$ cat src/rtl/core/fvn_pkg.sv
// ============================================================================
// fvn_pkg
// Shared types, constants and elaboration-time functions for the fractal
// value-noise height block.
// ============================================================================
`default_nettype none

package fvn_pkg;

  // Width of the running octave sum. The sum stays below four times the
  // amplitude total, which is under 2^34 for up to sixteen octaves.
  localparam int SUM_W = 34;

  localparam logic [15:0] RELIEF_RESET = 16'd1000;

  // Per-axis multipliers of the lattice hash, index 0 is x.
  localparam logic [2:0][31:0] AXIS_MUL = {32'hCB1AB31F, 32'hD8163841, 32'h8DA6B343};
  localparam logic [31:0] MIX_MUL_A = 32'h2C1B3C6D;
  localparam logic [31:0] MIX_MUL_B = 32'h297A2D39;
  localparam logic [31:0] HASH_ALL_ONES = 32'hFFFFFFFF;

  // Direction handed from one octave cell to the next.
  typedef struct packed {
    logic             valid;
    logic [2:0][31:0] mag;
    logic [2:0]       neg;
  } dir_bus_t;

  // Octave frequency in Q.32: 32, then times 2.6 per octave.
  function automatic logic [63:0] octave_freq(input int k);
    logic [63:0] f;
    f = 64'd32 << 32;
    for (int i = 0; i < k; i++) begin
      f = (f * 64'd13 + 64'd2) / 64'd5;
    end
    return f;
  endfunction

  // Octave amplitude in Q.30: 1.0, then times 0.72 per octave.
  function automatic logic [63:0] octave_amp(input int k);
    logic [63:0] a;
    a = 64'd1 << 30;
    for (int i = 0; i < k; i++) begin
      a = (a * 64'd18 + 64'd12) / 64'd25;
    end
    return a;
  endfunction

  // Total of the amplitudes over n octaves.
  function automatic logic [63:0] norm_sum(input int n);
    logic [63:0] s;
    s = 64'd0;
    for (int i = 0; i < n; i++) begin
      s = s + octave_amp(i);
    end
    return s;
  endfunction

endpackage

`default_nettype wire

$ cat src/rtl/core/fvn_out_stage.sv
// ============================================================================
// fvn_out_stage
// Normalises the octave sum, applies the relief scale with saturation and
// buffers finished heights in a two-entry output queue.
// ============================================================================
`default_nettype none

module fvn_out_stage #(
  parameter int OCTAVE_COUNT = 10
) (
  input  wire logic                      clk,
  input  wire logic                      rst,
  input  wire logic [fvn_pkg::SUM_W-1:0] sum_in,
  input  wire logic                      sum_valid,
  input  wire logic [15:0]               relief,
  input  wire logic                      res_ready,
  output      logic                      adv,
  output      logic                      res_valid,
  output      logic signed [31:0]        res_height
);

  localparam logic [63:0] NORM = fvn_pkg::norm_sum(OCTAVE_COUNT);
  localparam logic [63:0] RECIP_FULL =
    (NORM == 64'd0) ? 64'd0 : (64'd1 << 60) / ((NORM == 64'd0) ? 64'd1 : NORM);
  localparam logic [30:0] RECIP = RECIP_FULL[30:0];
  localparam int HI_W = fvn_pkg::SUM_W - 32;
  localparam logic [1:0] FIFO_DEPTH = 2'd2;
  localparam logic signed [34:0] H_MAX = 35'sd2147483647;
  localparam logic signed [34:0] H_MIN = -35'sd2147483648;

  logic [2:0]         vld;
  logic [63:0]        pl_o1;
  logic [HI_W+30:0]   ph_o1;
  logic signed [33:0] u_o2;
  logic signed [50:0] prod_o3;

  logic [65:0]        full_c;
  logic signed [34:0] hs_c;
  logic signed [31:0] sat_c;

  logic [1:0][31:0]   fifo_q;
  logic               wr_ptr;
  logic               rd_ptr;
  logic [1:0]         count;
  logic               push;
  logic               pop;

  assign adv  = (count != FIFO_DEPTH);
  assign push = adv && vld[2];
  assign pop  = res_valid && res_ready;

  always_comb begin
    full_c = 66'(pl_o1) + (66'(ph_o1) << 32);
    hs_c   = prod_o3[50:16];
    if (hs_c > H_MAX) begin
      sat_c = 32'(H_MAX);
    end else if (hs_c < H_MIN) begin
      sat_c = 32'(H_MIN);
    end else begin
      sat_c = hs_c[31:0];
    end
  end

  always_ff @(posedge clk) begin
    if (rst) begin
      vld <= '0;
    end else if (adv) begin
      vld <= {vld[1:0], sum_valid};
    end
  end

  always_ff @(posedge clk) begin
    if (adv) begin
      pl_o1   <= 64'(sum_in[31:0]) * 64'(RECIP);
      ph_o1   <= (HI_W+31)'(sum_in[fvn_pkg::SUM_W-1:32]) * (HI_W+31)'(RECIP);
      u_o2    <= $signed({1'b0, full_c[62:30]}) - 34'sd2147483648;
      prod_o3 <= 51'(u_o2) * 51'($signed({1'b0, relief}));
    end
  end

  always_ff @(posedge clk) begin
    if (push) begin
      fifo_q[wr_ptr] <= sat_c;
    end
  end

  always_ff @(posedge clk) begin
    if (rst) begin
      wr_ptr <= 1'b0;
      rd_ptr <= 1'b0;
      count  <= 2'd0;
    end else begin
      if (push) begin
        wr_ptr <= ~wr_ptr;
      end
      if (pop) begin
        rd_ptr <= ~rd_ptr;
      end
      count <= count + 2'(push) - 2'(pop);
    end
  end

  assign res_valid  = (count != 2'd0);
  assign res_height = fifo_q[rd_ptr];

endmodule

`default_nettype wire

$ cat config.mk
export PLATFORM = sky130hd
export DESIGN_NAME = fvn_out_stage
export DESIGN_NICKNAME = d
export VERILOG_FILES = /design/src/rtl/core/fvn_pkg.sv /design/src/rtl/core/fvn_out_stage.sv
export SDC_FILE = /design/constraint.sdc
export NUM_CORES = 2
export LEC_CHECK = 0
export BUFFER_PORTS_ARGS = -buffer_cell sky130_fd_sc_hd__buf_2
export CAP_MARGIN = 25
export CELL_PAD_IN_SITES_DETAIL_PLACEMENT = 1
export CELL_PAD_IN_SITES_GLOBAL_PLACEMENT = 2
export CORE_MARGIN = 4
export CORE_UTILIZATION = 48
export DETAILED_ROUTE_END_ITERATION = 10
export GPL_ROUTABILITY_DRIVEN = 0
export PLACE_DENSITY_LB_ADDON = 0.1
export SLEW_MARGIN = 30
export SYNTH_ARGS = -nofsm -noshare
export SYNTH_HDL_FRONTEND = slang
export SYNTH_SLANG_ARGS = --single-unit
$ cat constraint.sdc
create_clock -name clk -period 14.62 [get_ports clk]
set_input_delay 2.193 -clock clk [delete_from_list [all_inputs] [get_ports clk]]
set_output_delay 2.193 -clock clk [all_outputs]
set_load 0.02 [all_outputs]
-- Yosys cells after proc, flatten, opt, wreduce, memory -nomap -nowiden
Index checks and enable logic that the tools add are counted.
- register bits after elaboration: 248
- input port bits: 54
- logic and storage cells: 36
- add/subtract/negate cells: 4
- $mul: 3
- magnitude comparators: 5
- equality and inequality tests: 1
- mux-type cells: 7
- bitwise operators: 2
- reduce and logical (&&, ||, !) cells: 4
- operators by type and width (kind ; count):
    $mux 32 ; 5
    $bwmux 64 ; 1
    $add 61x63->63 ; 1
    $mul 32x29->61 const B ; 1
    $mul 34x17->51 ; 1
    $gt 35x32->1 const B ; 1
    $lt 35x32->1 const B ; 1
    $sub 33x32->34 const B ; 1
    $demux 32 s1 ; 1
    $mul 2x29->31 const B ; 1
    $lt 1x2->1 const B ; 2
    $logic_and 1x1->1 ; 3
    $add 2x1->2 ; 1
    $ne 2x2->1 const B ; 1
    $not 1->1 ; 2
    $reduce_bool 2->1 ; 1
    $sub 2x1->2 ; 1
    $ge 1x1->1 const B ; 1

-- Longest topological paths before layout
- depth after elaboration: 5
- depth in mapped cells: 26
- gate-level depth less buffers: 26

-- Worst setup path after synthesis
Ideal clock, no wire load.
- kind: input to register
- start: input sum_in[14] (netlist bit)
- end: register pl_o1[45], data pin
- setup time: 258 ps
- arrival time: 8560 ps
- data required time: 14362 ps
- path slack: 5803 ps
- cell stages on the path: 24
- cell sequence: fa_1 fa_1 inv_1 fa_1 fa_1 fa_1 inv_1 fa_1 fa_1 inv_1 fa_1 inv_1 ha_1 a21oi_1 nor2_1 a2111oi_1 nor3_1 a2111oi_2 o21ai_1 a21boi_1 o31ai_1 o21a_1 nor2_1 xnor2_1
- word-level cells in the longest chain between the ends: 1
- RTL lines (element ; RTL line ; text):
    from (decl) ; fvn_out_stage.sv:13 ; input wire logic [fvn_pkg::SUM_W-1:0] sum_in,
    $mul 32x29->61 ; fvn_out_stage.sv:74 ; pl_o1 <= 64'(sum_in[31:0]) * 64'(RECIP);
    to (signal assigned) ; fvn_out_stage.sv:74 ;
    to (decl) ; fvn_out_stage.sv:32 ; logic [63:0] pl_o1;
No other way between the ends.
A chain may end at the register's enable or synchronous reset.

-- Final worst setup path
- start: input sum_in[15] (netlist bit)
- end: register pl_o1[45], data pin
Same word-level chain as after synthesis.

==> run summary <==
Status = finished, final reports clean
Required @ worst endpoint = 14.84 ns
Clock root buffer = clkbuf_16
Most frequent cells in the layout = inv_1, fa_1, ha_1, nand2_1, and2_1
Crit Path Category = input pin to flip-flop
Total grt overflow = 0
Relative slew slack = 33.8%
CTS sink cnt = 178
CTS clk-pin slew, worst paths = 0.08 ns
Reg-to-reg slack, setup = 7.38 ns
End of the worst hold path = vld[1]
CORE AREA = 88600 µm²
Total Wirelength = 118000 µm
Initial Util = 48.6%
Max FO, Critical Path = 12
Distinct cells, synth = 66
Post-synth top flop = edfxtp_1
Max Root-Sink Buffers = 2
TritonRoute pass-1 iters = 5
Die height = 308 µm
Die Width = 308 µm
Initial DRC Count = 1285
First-pass GRT wire length = 187000 µm
Final period util = 66.0%
Setup TNS = 0 ns
DIE AREA = 94600 µm²
Vias per inst = 5.23
Clk Latency, worst-skew pair = 0.48 ns
Port Buffers = 87
Post-synth top area cell = fa_1
Antenna diode count = 0
Mapped Nets = 5718
Dpl hpwl = 98400 µm
Wirelength per Cell = 22.0 µm
Hold Path Origin = vld[1]
I/O pins = 88
Largest net degree at the start of global routing = 73
RSZ-0062 raised after global routing = false
Setup bufs post-CTS = 0
Slew Viols, Final = 0
Total CTS buffers = 17
Peak Freq = 104 MHz
All-Layer GR Usage = 26.2%
Row cnt = 109
TritonCTS clock tree = done
Fillcell total = 9900
Cts hold-fix bufs = 0
Async SR Flop Fraction = 0%
RR Startpoint = u_o2[23]
# resized after CTS = 0
Area growth from synthesis to layout = 5.25%
Synth Instances = 4178
H-tree depth = 4
Total number of vias = 28100
YS warnings = 0
Max-Cap Viols = 0
Reg2reg path depth = 23
EDFF count, synth = 171
Nets@finish = 5734
Hold Path Class = flip-flop to flip-flop
Final Skew = 0.0327 ns
Antenna-violating nets left = 0
Cells taking the most area after synthesis = fa_1, ha_1, edfxtp_1, inv_1, nand2_1
Initial antenna violation count = 1
Slowest Stage Delay on Critical Path = 0.62 ns
Most used cell, CP = fa_1
Mapped Area = 43100 µm²
CP endpoint kind = flip-flop
Worst slew pin tran = 0.993 ns
Most common cell after layout, fill and taps aside = inv_1
# setup viols final = 0
Vias in the first global route = 32500
Avg Cell Area, Syn = 10.3 µm²
Post-synthesis sequential area ratio = 12.2%
Final Hold Fails = 0
Synth top area share = 45.2%
CP Launch Type = input pin
FF-to-FF End = prod_o3[50]
CP max stage cell = a2111oi_1
Seq cells post-synth = 178
Hold Crit Depth = 2
CP Data Arrival Time = 9.87 ns
Tmin final = 9.65 ns
Layout cell share with drive strength beyond 1 = 4.42%
DRC viols = 0
## cell type report
type,count,area (µm²),area share (%)
timing repair buffer,101,561,1.24
sequential,178,5280,11.6
inverter,1171,4400,9.70
clock buffer,17,425,0.938
tap,1165,1460,3.22
clock inverter,15,188,0.414
multi-input combinational,2725,33000,72.9
## flip-flops by register name, summed over array words and instances (netlist names)
signal and count:
count 2, fifo_q 64, ph_o1 7, pl_o1 31, prod_o3 35, rd_ptr 1
u_o2 34, vld 3, wr_ptr 1
## routing by layer
metal	track usage (%)	vias up	wire length [µm]
met5	0	-	0
met4	6.99	0	3300
met3	3.59	146	5030
met2	45.9	551	58800
met1	34.4	14800	50900
li1	-	12600	-
## how the worst max path moves through the flow
stage	slack [ns]	to	cells after the start	from
global placement	4.55	pl_o1[45]	25	sum_in[9]
global route	4.56	pl_o1[43]	24	sum_in[15]
floorplan	5.80	pl_o1[45]	24	sum_in[14]
CTS	4.87	pl_o1[45]	25	sum_in[15]
finish	4.97	pl_o1[45]	25	sum_in[15]
detailed placement	4.36	pl_o1[45]	25	sum_in[15]
## stage by stage
step / util [%] / worst slack [ns] / instance area (µm²) / hold WS [ns] / cells
after floorplan: - / 5.80 / 43100 / 0.400 / 4178
after global placement: 50.4 / 4.55 / 44700 / 0.481 / 5339
after detailed placement: 50.4 / 4.36 / 44700 / 0.490 / 5339
after CTS: 51.1 / 4.87 / 45300 / 0.515 / 5371
after global routing: 51.1 / 4.56 / 45300 / 0.549 / 5372
final: 51.1 / 4.97 / 45300 / 0.501 / 5372
## synth_stat cells, drive strengths merged, types with 7 or more instances
master and number:
a21o 64, nand3 20, dfxtp 7, ha 513
and2 197, nor2b 12, nor2 66, o21bai 9
xnor2 63, mux2 32, nor3 13, inv 1171
nand2b 14, nand4 18, o21ai 58, xor2 31
a21oi 98, fa 973, a211oi 20, edfxtp 171
nand2 401, clkbuf 104, and3 9, o21a 41
## critical path, delay by kind of cell
family / cells / cell delay (ns)
simple gates: 3 / 0.36
buf+inv: 5 / 0.57
xor+xnor: 1 / 0.08
fa+ha+maj: 9 / 4.42
compound gates: 7 / 2.25
## cells by family after synthesis
family / share of synthesized area [%]
buffers and inverters: 11.1
muxes: 0.930
adders and majority gates: 60.1
and+or+nand+nor: 8.34
AOI/OAI and AO/OA: 5.33
DFF: 12.2
xor gates and xnor gates: 1.91
Power is not shown: default switching activity piles up to over one toggle a cycle in this logic, so the estimate is an artifact.
